File: src/hw/rtl/dibp_pkg.sv
// Shared types, register indexes and color helpers for the dithered palette blitter.
`default_nettype none

package dibp_pkg;

  localparam int CfgIdxW = 3;
  localparam int CfgDataW = 13;
  localparam int CfgDimW = 13;
  localparam int OriginW = 12;
  localparam int AddrW = 24;
  localparam int LevelW = 3;

  localparam logic [CfgIdxW-1:0] CFG_SCREEN_WIDTH = 3'd0;
  localparam logic [CfgIdxW-1:0] CFG_ORIGIN_X     = 3'd1;
  localparam logic [CfgIdxW-1:0] CFG_ORIGIN_Y     = 3'd2;
  localparam logic [CfgIdxW-1:0] CFG_IMAGE_WIDTH  = 3'd3;
  localparam logic [CfgIdxW-1:0] CFG_IMAGE_HEIGHT = 3'd4;

  localparam logic [CfgDimW-1:0] SCREEN_WIDTH_RST = 13'd320;
  localparam logic [CfgDimW-1:0] IMAGE_DIM_RST    = 13'd1;

  typedef struct packed {
    logic [7:0] blue;
    logic [7:0] green;
    logic [7:0] red;
  } pixel_t;

  typedef struct packed {
    logic [AddrW-1:0] pixel_address;
    logic [7:0]       color_index;
    logic             last_pixel;
  } result_t;

  // 2x2 ordered dither, indexed by (x&1) + 2*(y&1)
  function automatic logic [1:0] dither_value(input logic x0, input logic y0);
    logic [1:0] sel;
    logic [1:0] d;
    sel = {y0, x0};
    case (sel)
      2'd0: d = 2'd3;
      2'd1: d = 2'd1;
      2'd2: d = 2'd0;
      2'd3: d = 2'd2;
      default: d = 2'd0;
    endcase
    return d;
  endfunction

  // ((c*21 >> 8) + d) >> 2, range 0..5
  function automatic logic [LevelW-1:0] to_level(input logic [7:0] c, input logic [1:0] d);
    logic [12:0] prod;
    logic [4:0]  scaled;
    logic [5:0]  sum;
    prod = ({5'd0, c} << 4) + ({5'd0, c} << 2) + {5'd0, c};
    scaled = prod[12:8];
    sum = {1'b0, scaled} + {4'd0, d};
    return sum[4:2];
  endfunction

endpackage

`default_nettype wire

File: src/hw/rtl/dibp_pos.sv
// Column/row counters and the screen position of the incoming pixel.
`default_nettype none

module dibp_pos #(
  parameter int MAX_DIM = 4096,
  parameter int PosW = 13
) (
  input  wire logic                          clk,
  input  wire logic                          rst,
  input  wire logic                          advance,
  input  wire logic [dibp_pkg::OriginW-1:0]  origin_x,
  input  wire logic [dibp_pkg::OriginW-1:0]  origin_y,
  input  wire logic [dibp_pkg::CfgDimW-1:0]  image_width,
  input  wire logic [dibp_pkg::CfgDimW-1:0]  image_height,
  output logic      [PosW-1:0]               x,
  output logic      [PosW-1:0]               y,
  output logic                               last
);
  import dibp_pkg::*;

  localparam int CntW = (MAX_DIM > 1) ? $clog2(MAX_DIM) : 1;
  localparam int DimW = $clog2(MAX_DIM + 1);
  localparam int CmpW = ((DimW > CfgDimW) ? DimW : CfgDimW) + 1;

  logic [CntW-1:0] column_count;
  logic [CntW-1:0] row_count;
  logic [CntW-1:0] column_count_next;
  logic [CntW-1:0] row_count_next;
  logic [CmpW-1:0] w;
  logic [CmpW-1:0] h;
  logic            row_end;

  function automatic logic [CmpW-1:0] clamp_dim(input logic [CfgDimW-1:0] v);
    logic [CmpW-1:0] ve;
    ve = CmpW'(v);
    if (ve == '0) begin
      return CmpW'(1);
    end else if (ve > CmpW'(MAX_DIM)) begin
      return CmpW'(MAX_DIM);
    end
    return ve;
  endfunction

  always_comb begin
    w = clamp_dim(image_width);
    h = clamp_dim(image_height);
    x = PosW'(origin_x) + PosW'(column_count);
    y = PosW'(origin_y) + PosW'(row_count);
    row_end = (CmpW'(column_count) + CmpW'(1)) >= w;
    last = row_end && ((CmpW'(row_count) + CmpW'(1)) >= h);
    if (row_end) begin
      column_count_next = '0;
      row_count_next = last ? '0 : row_count + CntW'(1);
    end else begin
      column_count_next = column_count + CntW'(1);
      row_count_next = row_count;
    end
  end

  always_ff @(posedge clk) begin
    if (rst) begin
      column_count <= '0;
      row_count <= '0;
    end else if (advance) begin
      column_count <= column_count_next;
      row_count <= row_count_next;
    end
  end

endmodule

`default_nettype wire

File: src/hw/rtl/dibp_conv.sv
// Dither, palette quantization and framebuffer address for one registered pixel.
`default_nettype none

module dibp_conv #(
  parameter int PosW = 13
) (
  input  wire dibp_pkg::pixel_t               pix,
  input  wire logic [PosW-1:0]                x,
  input  wire logic [PosW-1:0]                y,
  input  wire logic                           last,
  input  wire logic [dibp_pkg::CfgDimW-1:0]   screen_width,
  output dibp_pkg::result_t                   res
);
  import dibp_pkg::*;

  localparam int ProdW = CfgDimW + PosW;

  logic [1:0]        d;
  logic [LevelW-1:0] lr;
  logic [LevelW-1:0] lg;
  logic [LevelW-1:0] lb;
  logic [ProdW:0]    addr_full;

  always_comb begin
    d = dither_value(x[0], y[0]);
    lr = to_level(pix.red, d);
    lg = to_level(pix.green, d);
    lb = to_level(pix.blue, d);
    addr_full = (ProdW + 1)'(screen_width) * (ProdW + 1)'(y) + (ProdW + 1)'(x);
    res.pixel_address = addr_full[AddrW-1:0];
    // b*36 + g*6 + r
    res.color_index = ({5'd0, lb} << 5) + ({5'd0, lb} << 2)
                    + ({5'd0, lg} << 2) + ({5'd0, lg} << 1) + {5'd0, lr};
    res.last_pixel = last;
  end

endmodule

`default_nettype wire

File: src/hw/rtl/dithered_image_blit_to_palette.sv
// Top level: 2x2 ordered-dither RGB blit to a 6x6x6 palette framebuffer.
//
//   channel  | direction | handshake            | payload
//   ---------+-----------+----------------------+-------------------------------
//   pixel    | in        | pixel_valid/stall    | pixel_t {blue, green, red}
//   result   | out       | result_valid/stall   | result_t {address, index, last}
//   cfg      | in        | cfg_valid/cfg_ready  | cfg_index, cfg_data
//
// One item per clock while result_stall is low; an accepted pixel passes through the input
// register, then the result register after the address multiplier.
// Synchronous reset clears counters, pipeline valids and loads register defaults.
// Each stage holds while the stage after it is full and stalled; pixel_stall
// rises only when both stages are full and result_stall is high.
// cfg_ready is always high.
`default_nettype none

module dithered_image_blit_to_palette #(
  parameter int MAX_DIM = 4096
) (
  input  wire logic                           clk,
  input  wire logic                           rst,
  input  wire logic                           pixel_valid,
  output logic                                pixel_stall,
  input  wire dibp_pkg::pixel_t               pixel,
  output logic                                result_valid,
  input  wire logic                           result_stall,
  output dibp_pkg::result_t                   result,
  input  wire logic                           cfg_valid,
  output logic                                cfg_ready,
  input  wire logic [dibp_pkg::CfgIdxW-1:0]   cfg_index,
  input  wire logic [dibp_pkg::CfgDataW-1:0]  cfg_data
);
  import dibp_pkg::*;

  localparam int CntW = (MAX_DIM > 1) ? $clog2(MAX_DIM) : 1;
  localparam int PosW = ((CntW > OriginW) ? CntW : OriginW) + 1;

  logic [CfgDimW-1:0]  screen_width;
  logic [OriginW-1:0]  origin_x;
  logic [OriginW-1:0]  origin_y;
  logic [CfgDimW-1:0]  image_width;
  logic [CfgDimW-1:0]  image_height;

  logic                pixel_take;
  logic                s1_adv;
  logic [PosW-1:0]     pos_x;
  logic [PosW-1:0]     pos_y;
  logic                pos_last;

  logic                s1_valid;
  pixel_t              s1_pix;
  logic [PosW-1:0]     s1_x;
  logic [PosW-1:0]     s1_y;
  logic                s1_last;
  result_t             conv_res;

  assign cfg_ready = 1'b1;

  always_ff @(posedge clk) begin
    if (rst) begin
      screen_width <= SCREEN_WIDTH_RST;
      origin_x <= '0;
      origin_y <= '0;
      image_width <= IMAGE_DIM_RST;
      image_height <= IMAGE_DIM_RST;
    end else if (cfg_valid && cfg_ready) begin
      case (cfg_index)
        CFG_SCREEN_WIDTH: screen_width <= cfg_data;
        CFG_ORIGIN_X:     origin_x <= cfg_data[OriginW-1:0];
        CFG_ORIGIN_Y:     origin_y <= cfg_data[OriginW-1:0];
        CFG_IMAGE_WIDTH:  image_width <= cfg_data;
        CFG_IMAGE_HEIGHT: image_height <= cfg_data;
        default: ;
      endcase
    end
  end

  assign s1_adv = !result_valid || !result_stall;
  assign pixel_stall = s1_valid && !s1_adv;
  assign pixel_take = pixel_valid && !pixel_stall;

  dibp_pos #(
    .MAX_DIM (MAX_DIM),
    .PosW    (PosW)
  ) u_pos (
    .clk          (clk),
    .rst          (rst),
    .advance      (pixel_take),
    .origin_x     (origin_x),
    .origin_y     (origin_y),
    .image_width  (image_width),
    .image_height (image_height),
    .x            (pos_x),
    .y            (pos_y),
    .last         (pos_last)
  );

  always_ff @(posedge clk) begin
    if (rst) begin
      s1_valid <= 1'b0;
    end else if (!pixel_stall) begin
      s1_valid <= pixel_valid;
    end
  end

  always_ff @(posedge clk) begin
    if (pixel_take) begin
      s1_pix <= pixel;
      s1_x <= pos_x;
      s1_y <= pos_y;
      s1_last <= pos_last;
    end
  end

  dibp_conv #(
    .PosW (PosW)
  ) u_conv (
    .pix          (s1_pix),
    .x            (s1_x),
    .y            (s1_y),
    .last         (s1_last),
    .screen_width (screen_width),
    .res          (conv_res)
  );

  always_ff @(posedge clk) begin
    if (rst) begin
      result_valid <= 1'b0;
    end else if (s1_adv) begin
      result_valid <= s1_valid;
    end
  end

  always_ff @(posedge clk) begin
    if (s1_adv && s1_valid) begin
      result <= conv_res;
    end
  end

  a_stall_only_when_full: assert property (@(posedge clk) disable iff (rst)
    pixel_stall |-> (s1_valid && result_valid && result_stall))
    else $error("pixel_stall with a free pipeline slot");

  a_stage1_holds: assert property (@(posedge clk) disable iff (rst)
    (s1_valid && !s1_adv) |=> (s1_valid && $stable(s1_x) && $stable(s1_y)
                               && $stable(s1_pix) && $stable(s1_last)))
    else $error("held stage-1 item changed");

  a_index_range: assert property (@(posedge clk) disable iff (rst)
    result_valid |-> (result.color_index <= 8'd215))
    else $error("palette index out of range");

endmodule

`default_nettype wire

File: config.mk
export PLATFORM = sky130hd
export DESIGN_NAME = dithered_image_blit_to_palette
export DESIGN_NICKNAME = d
export VERILOG_FILES = /design/src/hw/rtl/dibp_pkg.sv /design/src/hw/rtl/dibp_pos.sv /design/src/hw/rtl/dibp_conv.sv /design/src/hw/rtl/dithered_image_blit_to_palette.sv
export SDC_FILE = /design/constraint.sdc
export NUM_CORES = 1
export LEC_CHECK = 0
export BUFFER_PORTS_ARGS = -buffer_cell sky130_fd_sc_hd__buf_2
export CORE_UTILIZATION = 25
export DETAILED_ROUTE_END_ITERATION = 12
export HOLD_SLACK_MARGIN = 0.05
export PLACE_DENSITY = 0.44
export SLEW_MARGIN = 20
export SYNTH_ARGS = -nofsm -noshare
export SYNTH_HDL_FRONTEND = slang
export SYNTH_HIERARCHICAL = 1
export SYNTH_SLANG_ARGS = --single-unit
File: constraint.sdc
create_clock -name clk -period 16.27 [get_ports clk]
set_input_delay 0.8135 -clock clk [delete_from_list [all_inputs] [get_ports clk]]
set_output_delay 0.8135 -clock clk [all_outputs]
set_load 0.01 [all_outputs]
After elaboration in Yosys (flattened, before gate mapping)
Cells that the tools add are included.
{ "word_totals": {"in_bits": 45, "reg_bits": 173} }
{ "op_classes": {"n_addsub": 20, "mux": 13, "n_reduce_logical": 19, "order_cmp": 4, "n_eq_ne": 7, "multipliers": 1} }
{ "op_table": {"columns": ["cell", "count"], "rows": [
  ["14-bit 2-to-1 mux", 6],
  ["12-bit by 10-bit adder with 13-bit output", 3],
  ["13-bit by 8-bit adder with 13-bit output", 3],
  ["14-bit >= comparator", 2],
  ["12-bit by 1-bit adder with 13-bit output (second input constant)", 2],
  ["12-bit by 12-bit adder with 13-bit output", 2],
  ["13-bit > comparator (second input constant)", 2],
  ["13-bit logical NOT", 2],
  ["12-bit by 1-bit adder with 12-bit output (second input constant)", 2],
  ["24-bit by 13-bit adder with 24-bit output", 1],
  ["13-bit by 13-bit multiplier with 24-bit output", 1],
  ["12-bit 2-to-1 mux", 2],
  ["8-bit by 5-bit adder with 8-bit output", 2],
  ["5-bit by 2-bit adder with 5-bit output", 3],
  ["2-bit AND reduction", 6],
  ["8-bit by 3-bit adder with 8-bit output", 1],
  ["8-bit by 4-bit adder with 8-bit output", 1],
  ["2-bit one-hot mux with 4 select lines", 1],
  ["3-bit by 2-bit equality test with 1-bit output (second input constant)", 2],
  ["2-bit equality test (second input constant)", 2],
  ["1-bit logical AND", 4],
  ["1-bit logical NOT", 4],
  ["1-bit 2-to-1 mux", 4],
  ["3-bit by 1-bit equality test with 1-bit output (second input constant)", 1],
  ["other kinds (5)", 5]
]} }

Logic depth before layout (Yosys ltp)
{ "depth": {"word_depth": 7, "ltp_mapped": 25} }

Hierarchy
The synthesis kept the hierarchy.
{ "by_module_without_submodules": {"columns": ["mod", "area_each_um2", "cells_per_inst", "instances"], "rows": [
  ["dibp_conv", 7908.8, 915, 1],
  ["dithered_image_blit_to_palette", 5152.4, 327, 1],
  ["dibp_pos", 3233.1, 398, 1]
]} }

Least setup slack after synthesis
No wires, ideal clock.
{ "synth_timing": {"path_kind": "reg-to-reg", "from": "register s1_y[3]", "to": "register result[30] (netlist bit) (data pin)", "path_stages_with_launch": 21, "setup_time_ps": 180, "n_path_buf": 1, "arrival_time_ps": 5551, "slack_ps": 10539, "path_cell_list": "edfxtp_1 -> clkbuf_1 -> and2_1 -> fa_1 -> inv_1 -> fa_1 -> inv_1 -> fa_1 -> inv_1 -> fa_1 -> inv_1 -> fa_1 -> inv_1 -> fa_1 -> inv_1 -> ha_1 -> and3_2 -> a31o_2 -> o221a_4 -> or4_1 -> o311ai_1"} }
{ "synth_rtl": {"columns": ["element", "line", "source"], "rows": [
  ["from (decl)", "dithered_image_blit_to_palette.sv:53", "logic [PosW-1:0] s1_y;"],
  ["from (signal assigned)", "dithered_image_blit_to_palette.sv:110", "s1_y <= pos_y;"],
  ["to (signal assigned)", "dithered_image_blit_to_palette.sv:136", "result <= conv_res;"],
  ["to (decl)", "dithered_image_blit_to_palette.sv:27", "output dibp_pkg::result_t result,"]
]} }

==> results.tsv <==
stage	metric	value	unit
run_status	outcome	completed	
global_route	use_met3	1.56	%
route	drt-initial-drc-count	584	
power	switching_power	0.506	mW
global_route	globalRouteTotalUtil	12.8	%
global_route	first_global_vias	11900	
hold_path	hold_start	s1_last$_DFFE_PP_	
yosys	ys.warnings.count	6	
clock_tree	cts-root-buf	clkbuf_16	
placement	dpl.cell_count	2526	
power	power.internal	0.915	mW
placement	gp_congestion	0.834	
timing	finalHoldViolCount	0	
critical_path	crit_fanout	13	
die	core_area	0.0645	sq mm
timing	rsz0062_at_grt	false	
placement	hpwl	31400	um
critical_path	cp_data_required_time	16.55	ns
power	sw_frac_of_total	35.6	%
timing	skew	0.00988	ns
global_route	grt_pass1_wl	66200	um
route	ant_nets	0	
critical_path	setup.worst_path.start_class	flop	
global_route	grt.overflow.total	0	
placement	portBuffers	79	
yosys	netlist_instances	1640	
clock_tree	cts_tree	yes	
die	die_h	257	um
global_route	gr-usage-met1	17.9	%
timing	drv_slew	0	
clock_tree	post_cts_buffers	0	
die	ioPinCount	81	
timing	max-slew-margin-rel	37.1	%
yosys	synth_nets	2010	
global_route	antenna_found_initial	0	
yosys	synth-async-reset-ratio	0	%
clock_tree	tritoncts.num_buffers	17	
global_route	met2_usage	20.3	%
critical_path	reg2reg_to	result[30]$_DFFE_PP_	
timing	min_period_over_period	36.9	%
final_layout	final_area	0.0181	sq mm
clock_tree	clock_path_buffers	2	
yosys	synth_top_flop_cell	dfxtp_1	
critical_path	path_class	reg2reg	
global_route	busiest_layer	met2	
timing	fmax	167	MHz
power	peakVddDrop	0.0000753	V
hold_path	hold_path.class	reg2reg	
yosys	synth.distinct_cells	99	
yosys	yosysMostFrequentCell	inv_1	
yosys	synth_edf_count	84	
yosys	syn_area	0.0163	sq mm
route	vias	11400	
final_layout	synthToLayoutAreaGrowth	11.1	%
route	route.detailed.drc	0	
route	vias_per_cell	4.45	
hold_path	whs_endpoint	result[0]$_DFFE_PP_	
critical_path	cp-end-kind	flop	
die	fp-row-count	93	
power	p_clk_share	28.0	%
clock_tree	clkTransAtPathRegs	0.07	ns
critical_path	rr_worst_depth	19	
route	route.detailed.wl_per_inst	15.9	um
yosys	avgSynthCellArea	9.94	sq um
hold_path	whs_path_depth	0	
final_layout	final_cells	2558	
power	combinationalPowerShare	34.5	%
yosys	synth_common_cells	inv_1, ha_1, nand2_1	
final_layout	nNetsFinal	2060	
die	die_w	257	um
timing	finalSetupViolCount	0	
clock_tree	htreeDepth	4	
timing	worst_pin_slew	0.939	ns
flow_run	maxCapViolCount	0	
die	initial_core_util	25.3	%
final_layout	diodes	0	
critical_path	arrival	6.28	ns
global_route	grt_start_max_net_pins	55	
clock_tree	hold_buffers	0	
yosys	synth-seq-cells	173	
clock_tree	cts_sinks	173	
yosys	yosysSeqAreaShare	26.4	%
clock_tree	post_cts_resized	0	
timing	period_minus_slack	6.00	ns
yosys	yosysTopAreaCell	fa_1	
power	share_seq_of_total_power	37.5	%
route	drt_pass1_iterations	4	
yosys	synth_top_area_share	18.1	%
power	p_leak	8.49	nW
placement	postPlaceCellArea	0.0176	sq mm
route	drt-total-wl	40700	um
timing	finalSetupTns	0	ns
critical_path	rrSetupSlack	10.27	ns
power	powerDensity	78.5	mW/mm^2
final_layout	drive_gt1_share	10.8	%
yosys	synth_area_leaders	fa_1, edfxtp_1, ha_1	
critical_path	r2r_start	s1_y[3]$_DFFE_PP_	
final_layout	utilization	28.1	%
clock_tree	clk_latency	0.48	ns
die	dieArea	0.0662	sq mm
-- flip-flops by register name (all words and copies together) (netlist names), 12 cells and up --
| name | flops |
|---|---|
| s1_x | 13 |
| result | 33 |
| image_height | 13 |
| s1_pix | 24 |
| screen_width | 13 |
| u_pos/row_count | 12 |
| s1_y | 13 |
| image_width | 13 |
| origin_x | 12 |
| origin_y | 12 |
| u_pos/column_count | 12 |
-- cell families (layout without fill, tap and decap cells) --
kind of cell / after synthesis / after routing / share of synthesized area [%]
DFF: 173 / 173 / 26.4
and+or+nand+nor: 502 / 502 / 16.7
muxes: 70 / 70 / 4.32
AOI/OAI and AO/OA: 224 / 224 / 10.3
xor gates and xnor gates: 68 / 68 / 3.79
adders and majority gates: 325 / 325 / 31.7
buffers and inverters: 277 / 340 / 6.77
other: 1 / 1 / 0.0230
-- layout by cell type (no fill, tap or decap), drive strengths merged, types with 8 or more instances in the layout --
| cell | n |
|---|---|
| fa | 147 |
| o22ai | 13 |
| xnor2 | 44 |
| nor2b | 9 |
| o21a | 11 |
| edfxtp | 84 |
| o21ai | 39 |
| a211oi | 10 |
| nand2 | 156 |
| mux2i | 68 |
| dfxtp | 89 |
| and2 | 90 |
| nand4 | 9 |
| nor2 | 48 |
| buf | 85 |
| and3 | 15 |
| a31o | 8 |
| inv | 229 |
| a21o | 31 |
| nand3 | 26 |
| nor4 | 9 |
| nand2b | 80 |
| a21oi | 56 |
| a22o | 8 |
| clkbuf | 19 |
| nor3 | 28 |
| xor2 | 23 |
| ha | 178 |
-- per-stage QoR --
stage          hold WS (ns)  setup WS, ns  power [mW]
2_1_floorplan         0.453         10.54       0.895
3_3_place_gp          0.429         10.32        1.03
4_1_cts               0.438         10.23        1.45
6_report              0.435         10.27        1.42
3_5_place_dp          0.422         10.25        1.04
5_1_grt               0.441          9.90        1.53
-- worst max-delay path, cell delays in order, from the launching register on --
cell and delay (ns):
edfxtp_1 0.54, and2_1 0.22, fa_1 0.53, inv_1 0.05
fa_1 0.53, inv_1 0.05, fa_1 0.50, inv_1 0.05
fa_1 0.47, inv_1 0.05, fa_1 0.52, inv_1 0.05
fa_1 0.50, inv_1 0.04, ha_1 0.33, and3_2 0.26
a31o_2 0.27, o221a_4 0.25, or4_1 0.47, o311ai_1 0.11
-- routing by layer --
| layer | routed length (um) | share of wire (%) |
|---|---|---|
| met5 | 0 | 0 |
| met4 | 701 | 1.7 |
| met3 | 958 | 2.4 |
| met2 | 18200 | 45 |
| met1 | 20800 | 51 |
-- power groups by stage --
stage / sequential (mW) / clock (mW) / combinational [mW]
after global placement: 0.544 / 0 / 0.490
after CTS: 0.534 / 0.417 / 0.499
after floorplan: 0.539 / 0 / 0.356
final: 0.533 / 0.398 / 0.490
after global routing: 0.538 / 0.428 / 0.559
after detailed placement: 0.544 / 0 / 0.494
-- cell type report --
type | count | area [sq um]
fillers | 6789 | 46400
multi-input cells | 1190 | 10900
flip-flops and latches | 173 | 4300
well taps | 855 | 1070
inverters | 223 | 837
repair buffers | 85 | 440
clock buffers | 19 | 433
clock inverters | 13 | 106
-- worst max path at each step --
stage | startpoint | endpoint | slack, ns
global placement | s1_y[3]$_DFFE_PP_ | result[30]$_DFFE_PP_ | 10.32
global route | screen_width[5]$_SDFFE_PP0P_ | result[31]$_DFFE_PP_ | 9.90
detailed placement | screen_width[5]$_SDFFE_PP0P_ | result[31]$_DFFE_PP_ | 10.25
finish | s1_y[3]$_DFFE_PP_ | result[30]$_DFFE_PP_ | 10.27
floorplan | s1_y[3]$_DFFE_PP_ | result[30]$_DFFE_PP_ | 10.54
CTS | screen_width[5]$_SDFFE_PP0P_ | result[31]$_DFFE_PP_ | 10.23
No activity file was read; power rests on OpenSTA's default activity.
